**src/sv/nec_ir_pkg.sv**
```systemverilog
`default_nettype none

package nec_ir_pkg;

   localparam int DUR_W    = 16;
   localparam int MARGIN_W = 12;
   localparam int CSR_IDX_W  = 3;
   localparam int CSR_DATA_W = 16;
   localparam int DATA_BITS  = 32;

   localparam logic [CSR_IDX_W-1:0] CSR_HEADER_MARK_MIN  = 3'd0;
   localparam logic [CSR_IDX_W-1:0] CSR_HEADER_MARK_MAX  = 3'd1;
   localparam logic [CSR_IDX_W-1:0] CSR_HEADER_SPACE_MIN = 3'd2;
   localparam logic [CSR_IDX_W-1:0] CSR_HEADER_SPACE_MAX = 3'd3;
   localparam logic [CSR_IDX_W-1:0] CSR_ONE_MARGIN       = 3'd4;

   localparam logic [DUR_W-1:0]    RST_HEADER_MARK_MIN  = 16'd20000;
   localparam logic [DUR_W-1:0]    RST_HEADER_MARK_MAX  = 16'd25000;
   localparam logic [DUR_W-1:0]    RST_HEADER_SPACE_MIN = 16'd10000;
   localparam logic [DUR_W-1:0]    RST_HEADER_SPACE_MAX = 16'd12500;
   localparam logic [MARGIN_W-1:0] RST_ONE_MARGIN       = 12'd56;

   localparam logic [7:0] BYTE_ALL_ONES = 8'hFF;

   // header windows, all bounds exclusive
   typedef struct packed {
      logic [DUR_W-1:0] mark_min;
      logic [DUR_W-1:0] mark_max;
      logic [DUR_W-1:0] space_min;
      logic [DUR_W-1:0] space_max;
   } window_type;

   // one classified edge handed from front to back
   typedef struct packed {
      logic             header;
      logic             shift;
      logic             emit;
      logic [DUR_W-1:0] mark;
      logic [DUR_W-1:0] space;
   } edge_type;

endpackage

`default_nettype wire

```
**src/sv/nec_ir_front.sv**
```systemverilog
`default_nettype none

module nec_ir_front #(
   parameter int FRAME_EDGES = 65
) (
   input  wire                             clock,
   input  wire                             reset,
   input  wire                             req_valid,
   output logic                            req_stall,
   input  wire  [nec_ir_pkg::DUR_W-1:0]    req_duration,
   input  nec_ir_pkg::window_type          window,
   input  wire                             queue_full,
   output logic                            push,
   output nec_ir_pkg::edge_type            push_edge
);

   localparam int POS_W = $clog2(FRAME_EDGES);

   logic [nec_ir_pkg::DUR_W-1:0] last_ff, last_in;
   logic [POS_W-1:0]             pos_ff, pos_in;
   logic [POS_W:0]               count;
   logic                         header;
   logic                         accept;

   assign req_stall = queue_full;
   assign accept    = req_valid && !queue_full;

   always_comb begin
      header = (last_ff > window.mark_min) && (last_ff < window.mark_max) &&
               (req_duration > window.space_min) && (req_duration < window.space_max);
      count  = {1'b0, pos_ff} + (POS_W+1)'(1);

      push_edge.header = header;
      push_edge.shift  = !header && pos_ff[0] &&
                         (int'(pos_ff >> 1) < nec_ir_pkg::DATA_BITS);
      push_edge.emit   = !header && (count == (POS_W+1)'(FRAME_EDGES));
      push_edge.mark   = last_ff;
      push_edge.space  = req_duration;
      push             = accept;

      last_in = last_ff;
      pos_in  = pos_ff;
      if (accept) begin
         if (header) begin
            last_in = '0;
            pos_in  = '0;
         end else begin
            last_in = req_duration;
            pos_in  = push_edge.emit ? '0 : POS_W'(count);
         end
      end
   end

   always_ff @(posedge clock) begin
      if (reset) begin
         last_ff <= '0;
         pos_ff  <= '0;
      end else begin
         last_ff <= last_in;
         pos_ff  <= pos_in;
      end
   end

endmodule

`default_nettype wire

```
**src/sv/nec_ir_fifo.sv**
```systemverilog
`default_nettype none

module nec_ir_fifo (
   input  wire                   clock,
   input  wire                   reset,
   input  wire                   push,
   input  nec_ir_pkg::edge_type  push_edge,
   output logic                  full,
   input  wire                   pop,
   output logic                  pop_valid,
   output nec_ir_pkg::edge_type  pop_edge
);

   nec_ir_pkg::edge_type slot_ff [2];
   logic       wr_ptr_ff, wr_ptr_in;
   logic       rd_ptr_ff, rd_ptr_in;
   logic [1:0] count_ff,  count_in;
   logic       do_pop;

   assign full      = (count_ff == 2'd2);
   assign pop_valid = (count_ff != 2'd0);
   assign pop_edge  = slot_ff[rd_ptr_ff];
   assign do_pop    = pop && pop_valid;

   always_comb begin
      wr_ptr_in = push   ? !wr_ptr_ff : wr_ptr_ff;
      rd_ptr_in = do_pop ? !rd_ptr_ff : rd_ptr_ff;
      count_in  = count_ff + 2'(push) - 2'(do_pop);
   end

   always_ff @(posedge clock) begin
      if (push) begin
         slot_ff[wr_ptr_ff] <= push_edge;
      end
   end

   always_ff @(posedge clock) begin
      if (reset) begin
         wr_ptr_ff <= 1'b0;
         rd_ptr_ff <= 1'b0;
         count_ff  <= '0;
      end else begin
         wr_ptr_ff <= wr_ptr_in;
         rd_ptr_ff <= rd_ptr_in;
         count_ff  <= count_in;
      end
   end

   a_no_overflow: assert property (@(posedge clock) disable iff (reset)
      full |-> !push)
      else $error("queue written while full");

endmodule

`default_nettype wire

```
**src/sv/nec_ir_back.sv**
```systemverilog
`default_nettype none

module nec_ir_back #(
   parameter int FRAME_EDGES = 65,
   parameter int UNIT_TICKS  = 25
) (
   input  wire                                clock,
   input  wire                                reset,
   input  wire                                edge_valid,
   input  nec_ir_pkg::edge_type               edge_in,
   output logic                               edge_pop,
   input  wire  [nec_ir_pkg::MARGIN_W-1:0]    one_margin,
   output logic                               rsp_valid,
   input  wire                                rsp_stall,
   output logic                               rsp_status,
   output logic [15:0]                        rsp_address,
   output logic [7:0]                         rsp_command
);

   localparam int DUR_W   = nec_ir_pkg::DUR_W;
   // exact divide by UNIT_TICKS via rounded-up reciprocal
   localparam int SHIFT   = DUR_W + $clog2(UNIT_TICKS);
   localparam longint unsigned RECIP_FULL =
      ((64'd1 << SHIFT) + longint'(UNIT_TICKS) - 64'd1) / longint'(UNIT_TICKS);
   localparam int PROD_W  = 2 * DUR_W + 1;
   localparam logic [DUR_W:0] RECIP = (DUR_W+1)'(RECIP_FULL);
   localparam int UNIT_W  = $clog2(((1 << DUR_W) - 1) / UNIT_TICKS + 1);
   localparam int CMP_W   =
      ((UNIT_W > nec_ir_pkg::MARGIN_W) ? UNIT_W : nec_ir_pkg::MARGIN_W) + 1;
   localparam int GOT_RAW = FRAME_EDGES / 2;
   localparam int GOT     =
      (GOT_RAW < nec_ir_pkg::DATA_BITS) ? GOT_RAW : nec_ir_pkg::DATA_BITS;
   localparam int DROP    = nec_ir_pkg::DATA_BITS - GOT;

   // stage A: scaled durations
   logic              a_valid_ff, a_valid_in;
   logic              a_header_ff, a_shift_ff, a_emit_ff;
   logic [UNIT_W-1:0] a_mark_ff, a_space_ff;
   logic [PROD_W-1:0] mark_prod, space_prod;

   // stage B: bit shifter and result register
   logic [nec_ir_pkg::DATA_BITS-1:0] bits_ff, bits_in, bits_next, word;
   logic [CMP_W-1:0]  diff;
   logic              one_bit;
   logic              out_free, commit, a_load;
   logic              rsp_valid_ff, rsp_valid_in;
   logic              status_in;
   logic [15:0]       address_in;
   logic [7:0]        command_in;

   assign out_free = !rsp_valid_ff || !rsp_stall;
   assign commit   = a_valid_ff && (!a_emit_ff || out_free);
   assign a_load   = !a_valid_ff || commit;
   assign edge_pop = a_load && edge_valid;

   always_comb begin
      mark_prod  = PROD_W'(edge_in.mark)  * PROD_W'(RECIP);
      space_prod = PROD_W'(edge_in.space) * PROD_W'(RECIP);
      a_valid_in = a_load ? edge_valid : a_valid_ff;
   end

   always_ff @(posedge clock) begin
      if (a_load) begin
         a_header_ff <= edge_in.header;
         a_shift_ff  <= edge_in.shift;
         a_emit_ff   <= edge_in.emit;
         a_mark_ff   <= UNIT_W'(mark_prod >> SHIFT);
         a_space_ff  <= UNIT_W'(space_prod >> SHIFT);
      end
   end

   always_comb begin
      diff    = CMP_W'(a_space_ff) - CMP_W'(a_mark_ff);
      one_bit = (a_space_ff > a_mark_ff) && (diff > CMP_W'(one_margin));

      bits_next = a_shift_ff ? {one_bit, bits_ff[nec_ir_pkg::DATA_BITS-1:1]} : bits_ff;
      word      = bits_next >> DROP;

      // inverse byte must be the complement of the command byte
      if (word[31:24] == ~word[23:16]) begin
         status_in  = 1'b0;
         address_in = word[15:0];
         command_in = word[23:16];
      end else begin
         status_in  = 1'b1;
         address_in = '0;
         command_in = '0;
      end

      bits_in = bits_ff;
      if (commit) begin
         bits_in = (a_header_ff || a_emit_ff) ? '0 : bits_next;
      end

      rsp_valid_in = rsp_valid_ff;
      if (commit && a_emit_ff) begin
         rsp_valid_in = 1'b1;
      end else if (!rsp_stall) begin
         rsp_valid_in = 1'b0;
      end
   end

   always_ff @(posedge clock) begin
      if (commit && a_emit_ff) begin
         rsp_status  <= status_in;
         rsp_address <= address_in;
         rsp_command <= command_in;
      end
   end

   always_ff @(posedge clock) begin
      if (reset) begin
         a_valid_ff   <= 1'b0;
         bits_ff      <= '0;
         rsp_valid_ff <= 1'b0;
      end else begin
         a_valid_ff   <= a_valid_in;
         bits_ff      <= bits_in;
         rsp_valid_ff <= rsp_valid_in;
      end
   end

   assign rsp_valid = rsp_valid_ff;

   a_fail_zeroed: assert property (@(posedge clock) disable iff (reset)
      (rsp_valid_ff && rsp_status) |-> (rsp_address == '0 && rsp_command == '0))
      else $error("failed frame carries nonzero payload");

   a_header_clears: assert property (@(posedge clock) disable iff (reset)
      (commit && a_header_ff) |=> (bits_ff == '0))
      else $error("header did not clear frame bits");

   a_emit_shows: assert property (@(posedge clock) disable iff (reset)
      (commit && a_emit_ff) |=> rsp_valid_ff)
      else $error("emitted frame not presented");

   a_hold_blocked: assert property (@(posedge clock) disable iff (reset)
      (a_valid_ff && a_emit_ff && !out_free) |=> (a_valid_ff && a_emit_ff))
      else $error("blocked frame item lost");

endmodule

`default_nettype wire

```
**src/sv/nec_ir_pulse_decoder.sv**
```systemverilog
// Channel  Direction  Handshake             Payload
// req      in         req_valid/req_stall   req_duration (16b ticks of 0.4 us)
// rsp      out        rsp_valid/rsp_stall   rsp_status, rsp_address, rsp_command
// csr      in         csr_write             csr_index (3b), csr_data (16b)
//
// One request per cycle sustained while rsp_stall is low; a frame result follows the
// request that closes it through the queue, divide-by-unit multiply stage and result register.
// The per-edge state loop (previous duration, edge count) is one compare stage.
// Synchronous reset clears control state at once; no clearing pass.
// rsp_stall holds the back end; the two-entry queue then fills and raises req_stall.
`default_nettype none

module nec_ir_pulse_decoder #(
   parameter int FRAME_EDGES = 65,
   parameter int UNIT_TICKS  = 25
) (
   input  wire                                   clock,
   input  wire                                   reset,
   input  wire                                   req_valid,
   output logic                                  req_stall,
   input  wire  [nec_ir_pkg::DUR_W-1:0]          req_duration,
   output logic                                  rsp_valid,
   input  wire                                   rsp_stall,
   output logic                                  rsp_status,
   output logic [15:0]                           rsp_address,
   output logic [7:0]                            rsp_command,
   input  wire                                   csr_write,
   input  wire  [nec_ir_pkg::CSR_IDX_W-1:0]      csr_index,
   input  wire  [nec_ir_pkg::CSR_DATA_W-1:0]     csr_data
);

   // config registers; the user writes them only while idle, the block itself does not enforce it
   nec_ir_pkg::window_type               window_ff, window_in;
   logic [nec_ir_pkg::MARGIN_W-1:0]      margin_ff, margin_in;

   nec_ir_pkg::edge_type push_edge, pop_edge;
   logic                 push, pop, queue_full, pop_valid;

   always_comb begin
      window_in = window_ff;
      margin_in = margin_ff;
      if (csr_write) begin
         case (csr_index)
            nec_ir_pkg::CSR_HEADER_MARK_MIN:  window_in.mark_min  = csr_data;
            nec_ir_pkg::CSR_HEADER_MARK_MAX:  window_in.mark_max  = csr_data;
            nec_ir_pkg::CSR_HEADER_SPACE_MIN: window_in.space_min = csr_data;
            nec_ir_pkg::CSR_HEADER_SPACE_MAX: window_in.space_max = csr_data;
            nec_ir_pkg::CSR_ONE_MARGIN:
               margin_in = csr_data[nec_ir_pkg::MARGIN_W-1:0];
            default: begin
            end
         endcase
      end
   end

   always_ff @(posedge clock) begin
      if (reset) begin
         window_ff.mark_min  <= nec_ir_pkg::RST_HEADER_MARK_MIN;
         window_ff.mark_max  <= nec_ir_pkg::RST_HEADER_MARK_MAX;
         window_ff.space_min <= nec_ir_pkg::RST_HEADER_SPACE_MIN;
         window_ff.space_max <= nec_ir_pkg::RST_HEADER_SPACE_MAX;
         margin_ff           <= nec_ir_pkg::RST_ONE_MARGIN;
      end else begin
         window_ff <= window_in;
         margin_ff <= margin_in;
      end
   end

   // front: header detect, edge counting, mark/space pairing
   nec_ir_front #(
      .FRAME_EDGES (FRAME_EDGES)
   ) u_front (
      .clock        (clock),
      .reset        (reset),
      .req_valid    (req_valid),
      .req_stall    (req_stall),
      .req_duration (req_duration),
      .window       (window_ff),
      .queue_full   (queue_full),
      .push         (push),
      .push_edge    (push_edge)
   );

   nec_ir_fifo u_fifo (
      .clock     (clock),
      .reset     (reset),
      .push      (push),
      .push_edge (push_edge),
      .full      (queue_full),
      .pop       (pop),
      .pop_valid (pop_valid),
      .pop_edge  (pop_edge)
   );

   // back: unit scaling, bit decision, frame assembly, result register
   nec_ir_back #(
      .FRAME_EDGES (FRAME_EDGES),
      .UNIT_TICKS  (UNIT_TICKS)
   ) u_back (
      .clock       (clock),
      .reset       (reset),
      .edge_valid  (pop_valid),
      .edge_in     (pop_edge),
      .edge_pop    (pop),
      .one_margin  (margin_ff),
      .rsp_valid   (rsp_valid),
      .rsp_stall   (rsp_stall),
      .rsp_status  (rsp_status),
      .rsp_address (rsp_address),
      .rsp_command (rsp_command)
   );

endmodule

`default_nettype wire

```
**config.mk**
```make
export PLATFORM = sky130hd
export DESIGN_NAME = nec_ir_pulse_decoder
export DESIGN_NICKNAME = d
export VERILOG_FILES = /design/src/sv/nec_ir_pkg.sv /design/src/sv/nec_ir_front.sv /design/src/sv/nec_ir_fifo.sv /design/src/sv/nec_ir_back.sv /design/src/sv/nec_ir_pulse_decoder.sv
export SDC_FILE = /design/constraint.sdc
export NUM_CORES = 1
export LEC_CHECK = 0
export BUFFER_PORTS_ARGS = -buffer_cell sky130_fd_sc_hd__buf_4
export CAP_MARGIN = 20
export CORE_MARGIN = 1
export CORE_UTILIZATION = 64
export CTS_CLUSTER_DIAMETER = 120
export DETAILED_ROUTE_END_ITERATION = 6
export GPL_ROUTABILITY_DRIVEN = 0
export GPL_TIMING_DRIVEN = 0
export PLACE_DENSITY_LB_ADDON = 0.12
export SYNTH_ARGS = -nofsm -noshare
export SYNTH_HDL_FRONTEND = slang
export SYNTH_SLANG_ARGS = --single-unit
```
**constraint.sdc**
```tcl
create_clock -name clock -period 7.5 [get_ports clock]
set_input_delay 1.5 -clock clock [delete_from_list [all_inputs] [get_ports clock]]
set_output_delay 1.5 -clock clock [all_outputs]
set_load 0.02 [all_outputs]
```
==> impl_results.md, run 1 <==
* First DRT Iteration DRCs at 992
* Mapped Avg Cell Area at 10.1 sq um
* Syn Std Cell Area at 21700 sq um
* Syn nets at 2730
* Avg WL per Cell at 17.6 um
* Clk_lat worst skew at 0.54 ns
* Final nets at 2826
* Final min period at 7.16 ns
* Antenna Cells at 0
* Commonest non-fill, non-tap cell in the layout: inv_1
* Sequential share of the synthesized area at 0.296
* Most Frequent Cell on Critical Path: fa_1
* Initial antenna violation count at 1
* GR Overflow Total at 0
* Post-DP HPWL at 38900 um
* Rows at 67
* Post-Synth Simple-Gate Area at 0.105
* Critical-path maximum fanout at 10
* Die area at 34600 sq um
* Hold WS at 0.453 ns
* Via/cell ratio at 5.61
* Clock Skews at 0.0269 ns
* Clock Sink Count at 260
* Main combinational cell family by area after synthesis: adder cells
* Hold Violations, Final at 0
* CTS Buf Count at 25
* Crit-path cells: buf_6 > buf_2 > mux2_2 > fa_1 > fa_1 > inv_1 > fa_1 > inv_1 > fa_1 > fa_1 > fa_1 > ha_1 > nand2_1 > nor4_1 > o31ai_1 > a21o_1 > a2111o_1 > a21oi_1 > or3_1 > a21oi_1 > xnor2_1
* Final WL at 47400 um
* Hold Path Class: reg2reg
* Seq cells post-synth at 260
* Vias in the first global route at 15600
* Clock buffer depth at 3
* Initial DRT Pass Iterations at 5
* Commonest cells after routing, fill and taps aside: inv_1, ha_1, fa_1, nand2_1, dfxtp_1
* Syn Inst Count at 2139
* Area growth from synthesis to layout at 9.34%
* YS warnings at 0
* Rel. slew slack at 0.444
* CP Data Required Time at 7.75 ns
* Worst-path clk slew at 0.06 ns
* DR vias at 15200
* Worst endpoint data arrival time at 7.41 ns
* Crit-path leading delay family: adder cells
* Final Setup Violations at 0
* Max H-tree Level at 1
* Port bufs at 66
* Final Max Slew Viols at 0
* Number of max-cap violations at 0
* Element type at the critical path start: register
* Max Clock Freq at 0.140 GHz
* I/O pin cnt at 67
* Starting Density at 0.648
* CTS tree: built
* Status: complete, no violations
* Die width at 186 um
* Final antenna-violating net count at 0
* Slowest CP cell: fa_1
* Worst Tran Pin Value at 0.835 ns
* Largest net degree at the start of global routing at 36
* First-pass GRT wire length at 78300 um
* Multiplexer area fraction after synthesis at 0.0173
* Synth Area in XOR/XNOR at 0.0162
* Post-Synth Adder-Cell Area at 0.385
* Gr usage total at 0.292
* Ys async rst share at 0
* Post-synth EDFFs at 122
* Max incr delay on CP at 0.63 ns
* Root Driver: clkbuf_16
* Synth cell types at 69
* Compound-Gate Fraction of Synth Area at 0.0945
* Sum of buffers and inverters on the critical path at 4
* Die Y at 186 um
* Unrepaired setup endpoints after global routing: no
* Crit Path Category: reg2reg
* Ratio of cells with drive above 1 in the final layout at 0.0834
* Final Cycle Share at 0.955
* Crit end category: register
* DRC at 0
* Core Region at 33400 sq um
* Top_reg_cell synth: dfxtp_1
## stage by stage
step	cell area, sq um	utilization	instances	setup slack, ns	setup TNS [ns]
5_1_grt	23700	0.709	2702	0.00545	0
6_report	23700	0.709	2702	0.338	0
2_1_floorplan	21700	-	2139	0.716	0
3_5_place_dp	22800	0.682	2656	-0.505	-4.59
4_1_cts	23700	0.707	2702	0.0140	0
3_3_place_gp	22700	0.680	2653	-0.470	-3.24
## worst paths after layout
path	cells past startpoint	from	endpoint	slack, ns
worst max register to register	21	register	u_back.a_space_ff[11]	0.34
worst min register to register	2	window_ff[27]	window_ff[27]	0.45
worst max-delay path	21	register	u_back.a_space_ff[11]	0.34
worst min-delay path	2	window_ff[27]	window_ff[27]	0.45
## synth_stat cells, types with 6 or more instances
cell type    n  share of area
nand3b_1    22         0.0076
a21o_1      29          0.010
dfxtp_1    138           0.13
a21oi_1    121          0.028
ha_1       356           0.21
and3_1       9         0.0026
nand4_1     19         0.0055
fa_1       195           0.18
nor3_1      13         0.0030
mux2i_1     16         0.0074
a211o_1     16         0.0065
inv_1      426          0.074
nor2_4      20          0.010
nor2_1      97          0.017
o21a_1      10         0.0035
mux2_2      19         0.0099
a22oi_1     56          0.019
xor2_1      14         0.0057
clkbuf_1    49         0.0085
nor2b_1     13         0.0038
nand3_1     39         0.0090
nand2b_1    12         0.0035
xnor2_1     26          0.011
nand2_1    181          0.031
o21ai_0     31         0.0072
o211ai_1     6         0.0021
a211oi_1    10         0.0035
or2_2        7         0.0020
edfxtp_1   122           0.17
## tightest hold or removal path, delay by kind of cell, from the launching register on
kind            cells  cell delay (ns)
compound gates      1             0.05
flops               1             0.31
simple gates        1             0.05
## logic make-up (layout without fill, tap and decap cells)
family,Yosys count,after routing
DFF,260,260
adders and majority gates,551,551
muxes,35,35
xor gates and xnor gates,40,40
buffers and inverters,482,597
and+or+nand+nor,460,460
AOI/OAI and AO/OA,311,311
## cell type report
type / count / area [sq um]
Sequential cell: 260 / 6430
Tap cell: 448 / 561
Fill cell: 2503 / 9740
Timing Repair Buffer: 69 / 558
Multi-Input combinational cell: 1397 / 13500
Inverter: 426 / 1600
Buffer: 56 / 267
Clock inverter: 10 / 81.3
Clock buffer: 36 / 743
## per-layer routing
layer	GRT usage	wire, um	vias up
met5	0	0	-
met4	0.0548	793	0
met3	0.0311	2580	68
met2	0.521	23500	375
met1	0.384	20500	7402
li1	-	-	7311
## registers in the layout, summed over array words and instances (netlist names), named ones only
register	count
u_back.a_shift_ff	1
u_back.rsp_status	1
u_back.a_space_ff	12
u_fifo.rd_ptr_ff	1
u_back.a_header_ff	1
u_back.rsp_command	8
u_back.rsp_address	16
u_back.a_valid_ff	1
u_back.a_mark_ff	12
u_fifo.slot_ff	70
u_front.last_ff	16
u_fifo.wr_ptr_ff	1
u_back.a_emit_ff	1
window_ff	64
u_front.pos_ff	7
u_back.rsp_valid	1
margin_ff	12
u_fifo.count_ff	2
u_back.bits_ff	32
## repair_timing
| action | 4_1_cts | 5_1_grt |
|---|---|---|
| setup endpoints to repair | 19 | 12 |
| buffers inserted | 0 | 0 |
| hold buffers | 0 | 0 |
| resized for setup | 9 | 12 |
| cloned | 0 | 0 |
| hold endpoints to repair | 0 | 0 |
Power of run 1 is not shown: default switching activity piles up to over one toggle a cycle in this logic, so the estimate is an artifact.
==> run 2: changes to the inputs <==
--- a/config.mk
+++ b/config.mk
@@ -7,8 +7,10 @@
 export LEC_CHECK = 0
 export BUFFER_PORTS_ARGS = -buffer_cell sky130_fd_sc_hd__buf_4
 export CAP_MARGIN = 20
+export CELL_PAD_IN_SITES_DETAIL_PLACEMENT = 0
+export CELL_PAD_IN_SITES_GLOBAL_PLACEMENT = 1
 export CORE_MARGIN = 1
-export CORE_UTILIZATION = 64
+export CORE_UTILIZATION = 51
 export CTS_CLUSTER_DIAMETER = 120
 export DETAILED_ROUTE_END_ITERATION = 6
 export GPL_ROUTABILITY_DRIVEN = 0
==> run 2 against run 1 <==
Effect of this change: critical path depth unchanged; global-route usage decreased by 5.2 points; non-clock buffer count unchanged; register-to-register slack got worse by 0.02 ns; die area increased by 25%; routed wire length increased by 5.3%; sequential cell count unchanged; critical endpoint unchanged; first-iteration DRC count decreased by 19%; clock skew decreased by 0.020 ns; maximum frequency decreased by 0.32%; hold slack improved by 0.0030 ns; clock-buffer cell count decreased by 1.
==> impl_results.md, run 2 (synthesis results as in run 1) <==
* Status: complete, no violations
* Crit-path cells: buf_6 > buf_2 > mux2_2 > fa_1 > fa_1 > inv_1 > fa_1 > inv_1 > fa_1 > fa_1 > fa_1 > ha_1 > nand2_1 > nor4_2 > o31ai_1 > a21o_1 > a2111o_1 > a21oi_2 > or3_1 > a21oi_1 > xnor2_1
* Crit end category: register
* Initial antenna violation count at 0 (-1)
* Max Clock Freq at 0.139 GHz (-0.32%)
* Most Frequent Cell on Critical Path: fa_1
* Rel. slew slack at 0.426 (-0.0181)
* Source of the worst hold timing path: window_ff[34]
* First DRT Iteration DRCs at 806 (-19%)
* Max H-tree Level at 1 (unchanged)
* Max FFs per register at 70 (unchanged)
* Hold Path Class: reg2reg
* Dpl cells at 2747 (+3.4%)
* Hold endpoint: window_ff[34]
* Top reg by flops: u_fifo.slot_ff
* CTS tree: built
* Root Driver: clkbuf_16
* Port bufs at 66 (unchanged)
* Final Cycle Share at 0.958 (+0.00305)
* Die area at 43300 sq um (+25%)
* Post-CTS setup buffers at 0 (unchanged)
* GR Overflow Total at 0 (unchanged)
* Commonest non-fill, non-tap cell in the layout: inv_1
* Fin cells at 2795 (+3.4%)
* Reg2reg path depth at 21 (unchanged)
* Element type at the critical path start: register
* Avg WL per Cell at 17.9 um (+1.8%)
* Rows at 75 (+12%)
* Worst endpoint data arrival time at 7.52 ns (+0.11 ns)
* Starting Density at 0.517 (-0.131)
* Hold Violations, Final at 0 (unchanged)
* Final antenna-violating net count at 0 (unchanged)
* Initial DRT Pass Iterations at 7 (+2)
* RR Endpoint: u_back.a_space_ff[11]
* First-pass GRT wire length at 81500 um (+4.1%)
* I/O pin cnt at 67 (unchanged)
* Area growth from synthesis to layout at 10.3%
* Final nets at 2827 (+0.035%)
* Clock Skews at 0.00735 ns (-0.0195 ns)
* Commonest cells after routing, fill and taps aside: inv_1, ha_1, fa_1, nand2_1, dfxtp_1
* Critical-path maximum fanout at 10 (unchanged)
* Final min period at 7.18 ns (+0.0228 ns)
* Worst-path clk slew at 0.07 ns (about the same)
* DRC at 0 (unchanged)
* Max incr delay on CP at 0.62 ns (about the same)
* Final Setup Violations at 0 (unchanged)
* Regs by FF count: u_fifo.slot_ff: 70 flops, window_ff: 64 flops, u_back.bits_ff: 32 flops
* Number of max-cap violations at 0 (unchanged)
* Clock buffer depth at 3 (unchanged)
* Post-DP HPWL at 41000 um (+5.3%)
* Sum of buffers and inverters on the critical path at 4 (unchanged)
* CP Data Required Time at 7.83 ns (+0.08 ns)
* Ratio of cells with drive above 1 in the final layout at 0.0855 (+0.00214)
* Antenna Cells at 0 (unchanged)
* Vias in the first global route at 15400 (-1.2%)
* Worst Tran Pin Value at 0.862 ns (+0.0271 ns)
* Gr usage total at 0.240 (-0.0522)
* Clk_lat worst skew at 0.54 ns (about the same)
* CTS Buf Count at 26 (+4.0%)
* Final Max Slew Viols at 0 (unchanged)
* Die width at 208 um (+12%)
* Hold Path Stages at 2 (unchanged)
* Via/cell ratio at 5.32 (-5.1%)
* Final WL at 49900 um (+5.3%)
* Largest net degree at the start of global routing at 36 (unchanged)
* Crit Path Category: reg2reg
* Clock Sink Count at 260 (unchanged)
* Core Region at 41900 sq um (+25%)
* Slowest CP cell: fa_1
* FF-to-FF setup slack at 0.32 ns (-0.02 ns)
* DR vias at 14900 (-1.9%)
* Die Y at 208 um (+12%)
* Crit-path leading delay family: adder cells
run 2: cell types whose count changed in the layout (fill, tap and decap cells not counted), moves of 2 or more:
cell        delta
clkbuf_16      +2
mux2i_1        -2
clkinvlp_4     +3
clkinv_2       -4
run 2: worst max path at each step:
stage / slack (ns) / start / cells past startpoint / end
2_1_floorplan: 0.72 / register / 23 / u_back.a_space_ff[11]
3_3_place_gp: -0.57 / register / 24 / u_back.a_space_ff[11]
3_5_place_dp: -0.60 / register / 24 / u_back.a_space_ff[11]
4_1_cts: 0.006 / register / 24 / u_back.a_space_ff[11]
5_1_grt: -0.007 / register / 24 / u_back.a_space_ff[9]
6_report: 0.32 / register / 21 / u_back.a_space_ff[11]
run 2: layout make-up:
cell class | instances | area (sq um)
fillers | 3744 | 18000
flip-flops and latches | 260 | 6430
well taps | 539 | 674
repair buffers | 69 | 546
clock buffers | 35 | 767
inverters | 426 | 1600
clock inverters | 13 | 150
multi-input cells | 1397 | 13500
plain buffers | 56 | 267
run 2: timing repair:
action,4_1_cts,5_1_grt
endpoints found under the setup margin,22,11
resized for setup,12,13
pin swaps,0,1
hold buffers,0,0
run 2: per-layer routing:
metal  track usage  wire [um]  vias to the layer above
met4        0.0534        927                        0
met5             0          0                        -
li1              -          -                     7326
met1         0.340      23700                     7262
met3        0.0181       1770                       49
met2         0.401      23600                      234
run 2: tightest hold or removal path, cell delays in order (launching register included):
cell and delay [ns]:
dfxtp_1 0.31, nand2_1 0.05, a21oi_1 0.05
run 2: metrics by stage:
stage	hold slack, ns	setup slack (ns)	util	setup TNS (ns)	area (sq um)
4_1_cts	0.458	0.00630	0.569	0	23900
3_3_place_gp	0.444	-0.574	0.545	-6.09	22900
6_report	0.456	0.316	0.570	0	23900
2_1_floorplan	0.436	0.716	-	0	21700
3_5_place_dp	0.448	-0.604	0.546	-6.96	22900
5_1_grt	0.478	-0.00663	0.570	-0.00663	23900
Power of run 2 is left out for the same reason.
==> run 3: changes to the inputs <==
--- a/config.mk
+++ b/config.mk
@@ -15,7 +15,8 @@
 export DETAILED_ROUTE_END_ITERATION = 6
 export GPL_ROUTABILITY_DRIVEN = 0
 export GPL_TIMING_DRIVEN = 0
-export PLACE_DENSITY_LB_ADDON = 0.12
+export PLACE_DENSITY = 0.85
 export SYNTH_ARGS = -nofsm -noshare
 export SYNTH_HDL_FRONTEND = slang
 export SYNTH_SLANG_ARGS = --single-unit
+export TNS_END_PERCENT = 50
==> run 3 against run 2 <==
Effect of this change: register-to-register slack worse by 0.04 ns; critical endpoint unchanged; die area is the same; first-iteration DRC count decreased by 7.7%; hold slack got worse by 0.0014 ns; maximum frequency fell by 0.59%; cell count about the same; sequential share of layout area about the same; clock-buffer cell count up 3; clock skew increased by 0.0018 ns; cell area down 0.11%; sequential cell count unchanged; non-clock buffer count stayed put.
==> impl_results.md, run 3 (synthesis results as in run 1) <==
* Hold Violations, Final at 0 (unchanged)
* Final Cycle Share at 0.964 (+0.00573)
* Reg area at 6430 sq um (unchanged)
* Clock Sink Count at 260 (unchanged)
* Die area at 43300 sq um (unchanged)
* Final WL at 48700 um (-2.5%)
* Finished Core Util at 0.570 (-0.000626)
* Unrepaired setup endpoints after global routing: no
* Die width at 208 um (unchanged)
* Max Clock Freq at 0.138 GHz (-0.59%)
* Worst-path clk slew at 0.06 ns (about the same)
* Rel. slew slack at 0.433 (+0.00729)
* CP Data Required Time at 7.77 ns (-0.06 ns)
* Max FFs per register at 70 (unchanged)
* Number of max-cap violations at 0 (unchanged)
* Critical-path maximum fanout at 10 (unchanged)
* DR vias at 14800 (-0.15%)
* Starting Density at 0.517 (unchanged)
* Root Driver: clkbuf_16
* Initial DRT Pass Iterations at 5 (-2)
* Most Frequent Cell on Critical Path: fa_1
* Area growth from synthesis to layout at 10.2%
* Final antenna-violating net count at 0 (unchanged)
* Top reg by flops: u_fifo.slot_ff
* Max H-tree Level at 1 (unchanged)
* Avg WL per Cell at 17.4 um (-2.5%)
* Hold Path Class: reg2reg
* Clock Skews at 0.00910 ns (+0.00175 ns)
* Regs by FF count: u_fifo.slot_ff: 70 flops, window_ff: 64 flops, u_back.bits_ff: 32 flops
* CTS Buf Count at 27 (+3.8%)
* GR Overflow Total at 0 (unchanged)
* Final Setup Violations at 0 (unchanged)
* Die Y at 208 um (unchanged)
* Element type at the critical path start: register
* Area of the multi-input gates at 13500 sq um (about the same)
* Crit end category: register
* CTS tree: built
* Antenna Cells at 0 (unchanged)
* Clock buffer depth at 3 (unchanged)
* Status: complete, no violations
* Fill cells at 3591 (-4.1%)
* Via/cell ratio at 5.31 (-0.18%)
* Worst endpoint data arrival time at 7.50 ns (-0.02 ns)
* Gr usage total at 0.230 (-0.00917)
* Core Region at 41900 sq um (unchanged)
* Largest net degree at the start of global routing at 36 (unchanged)
* Port bufs at 66 (unchanged)
* Ratio of cells with drive above 1 in the final layout at 0.0829 (-0.00270)
* Commonest cells after routing, fill and taps aside: inv_1, ha_1, fa_1, nand2_1, dfxtp_1
* Post-CTS Hold Buffers at 0 (unchanged)
* DRC at 0 (unchanged)
* Clk_lat worst skew at 0.54 ns (about the same)
* First DRT Iteration DRCs at 744 (-7.7%)
* Commonest non-fill, non-tap cell in the layout: inv_1
* Slowest CP cell: fa_1
* Rows at 75 (unchanged)
* Post-DP HPWL at 39800 um (-2.8%)
* Max incr delay on CP at 0.64 ns (+0.02 ns)
* Worst Tran Pin Value at 0.851 ns (-0.0109 ns)
* Crit-path leading delay family: adder cells
* I/O pin cnt at 67 (unchanged)
* First-pass GRT wire length at 79100 um (-2.9%)
* Final nets at 2828 (+0.035%)
* Final min period at 7.23 ns (+0.0430 ns)
* Hold WS at 0.455 ns (-0.00144 ns)
* Initial antenna violation count at 0 (unchanged)
* Crit Path Category: reg2reg
* Vias in the first global route at 15500 (+0.67%)
* Crit-path cells: buf_6 > buf_6 > mux2_2 > fa_1 > inv_1 > fa_1 > inv_1 > fa_1 > fa_1 > fa_1 > inv_1 > fa_1 > inv_1 > ha_1 > nand4_1 > nor4_1 > o31ai_1 > a21o_1 > a2111o_1 > a21oi_1 > or3_1 > a21oi_1 > xnor2_1
* Final Max Slew Viols at 0 (unchanged)
* Sum of buffers and inverters on the critical path at 6 (+2)
[run 3: cell count changes in the layout (fill, tap and decap cells not counted), moves of 2 or more]
cell	previous run	this run
inv_6	2	0
clkbuf_4	0	2
clkbuf_1	52	56
mux2i_2	6	4
[run 3: per-layer routing]
metal / global-route usage / vias up / share of wire
met5: 0 / - / 0
met4: 0.0639 / 0 / 0.024
met1: 0.304 / 7212 / 0.45
met2: 0.404 / 256 / 0.48
met3: 0.0214 / 66 / 0.035
li1: - / 7315 / -
[run 3: timing repair]
item | 4_1_cts | 5_1_grt
setup buffers | 0 | 0
endpoints found under the setup margin | 19 | 6
cloned | 0 | 0
resized for setup | 10 | 14
[run 3: path summary, 6_finish.rpt]
kind | end | slack [ns] | from | cells past startpoint
max reg2reg | u_back.a_space_ff[11] | 0.27 | register | 23
min | window_ff[19] | 0.45 | window_ff[19] | 2
max | u_back.a_space_ff[11] | 0.27 | register | 23
min reg2reg | window_ff[19] | 0.45 | window_ff[19] | 2
[run 3: final cells by class]
| type | instances | area share |
|---|---|---|
| clock inverters | 11 | 0.00613 |
| clock buffers | 38 | 0.0314 |
| inverters | 426 | 0.0669 |
| plain buffers | 56 | 0.0113 |
| multi-input cells | 1397 | 0.564 |
| repair buffers | 69 | 0.0228 |
| well taps | 539 | 0.0282 |
| flip-flops and latches | 260 | 0.269 |
[run 3: worst reg2reg max path: cells and delay by family (launching register included)]
kind	cells	cell delay (ns)
compound gates	5	1.14
xor+xnor	1	0.16
fa+ha+maj	7	3.52
buf+inv	6	0.67
flops	1	0.40
mux	1	0.43
simple gates	3	0.63
[run 3: through the flow]
stage                     area (sq um)  instances  setup slack (ns)  setup TNS [ns]
after floorplan                  21700       2139             0.716               0
after global placement           22900       2744            -0.507           -3.70
after detailed placement         22900       2747            -0.575           -5.13
after CTS                        23800       2796            0.0850               0
after global routing             23900       2796            0.0354               0
final                            23900       2796             0.273               0
Power of run 3 is left out for the same reason.
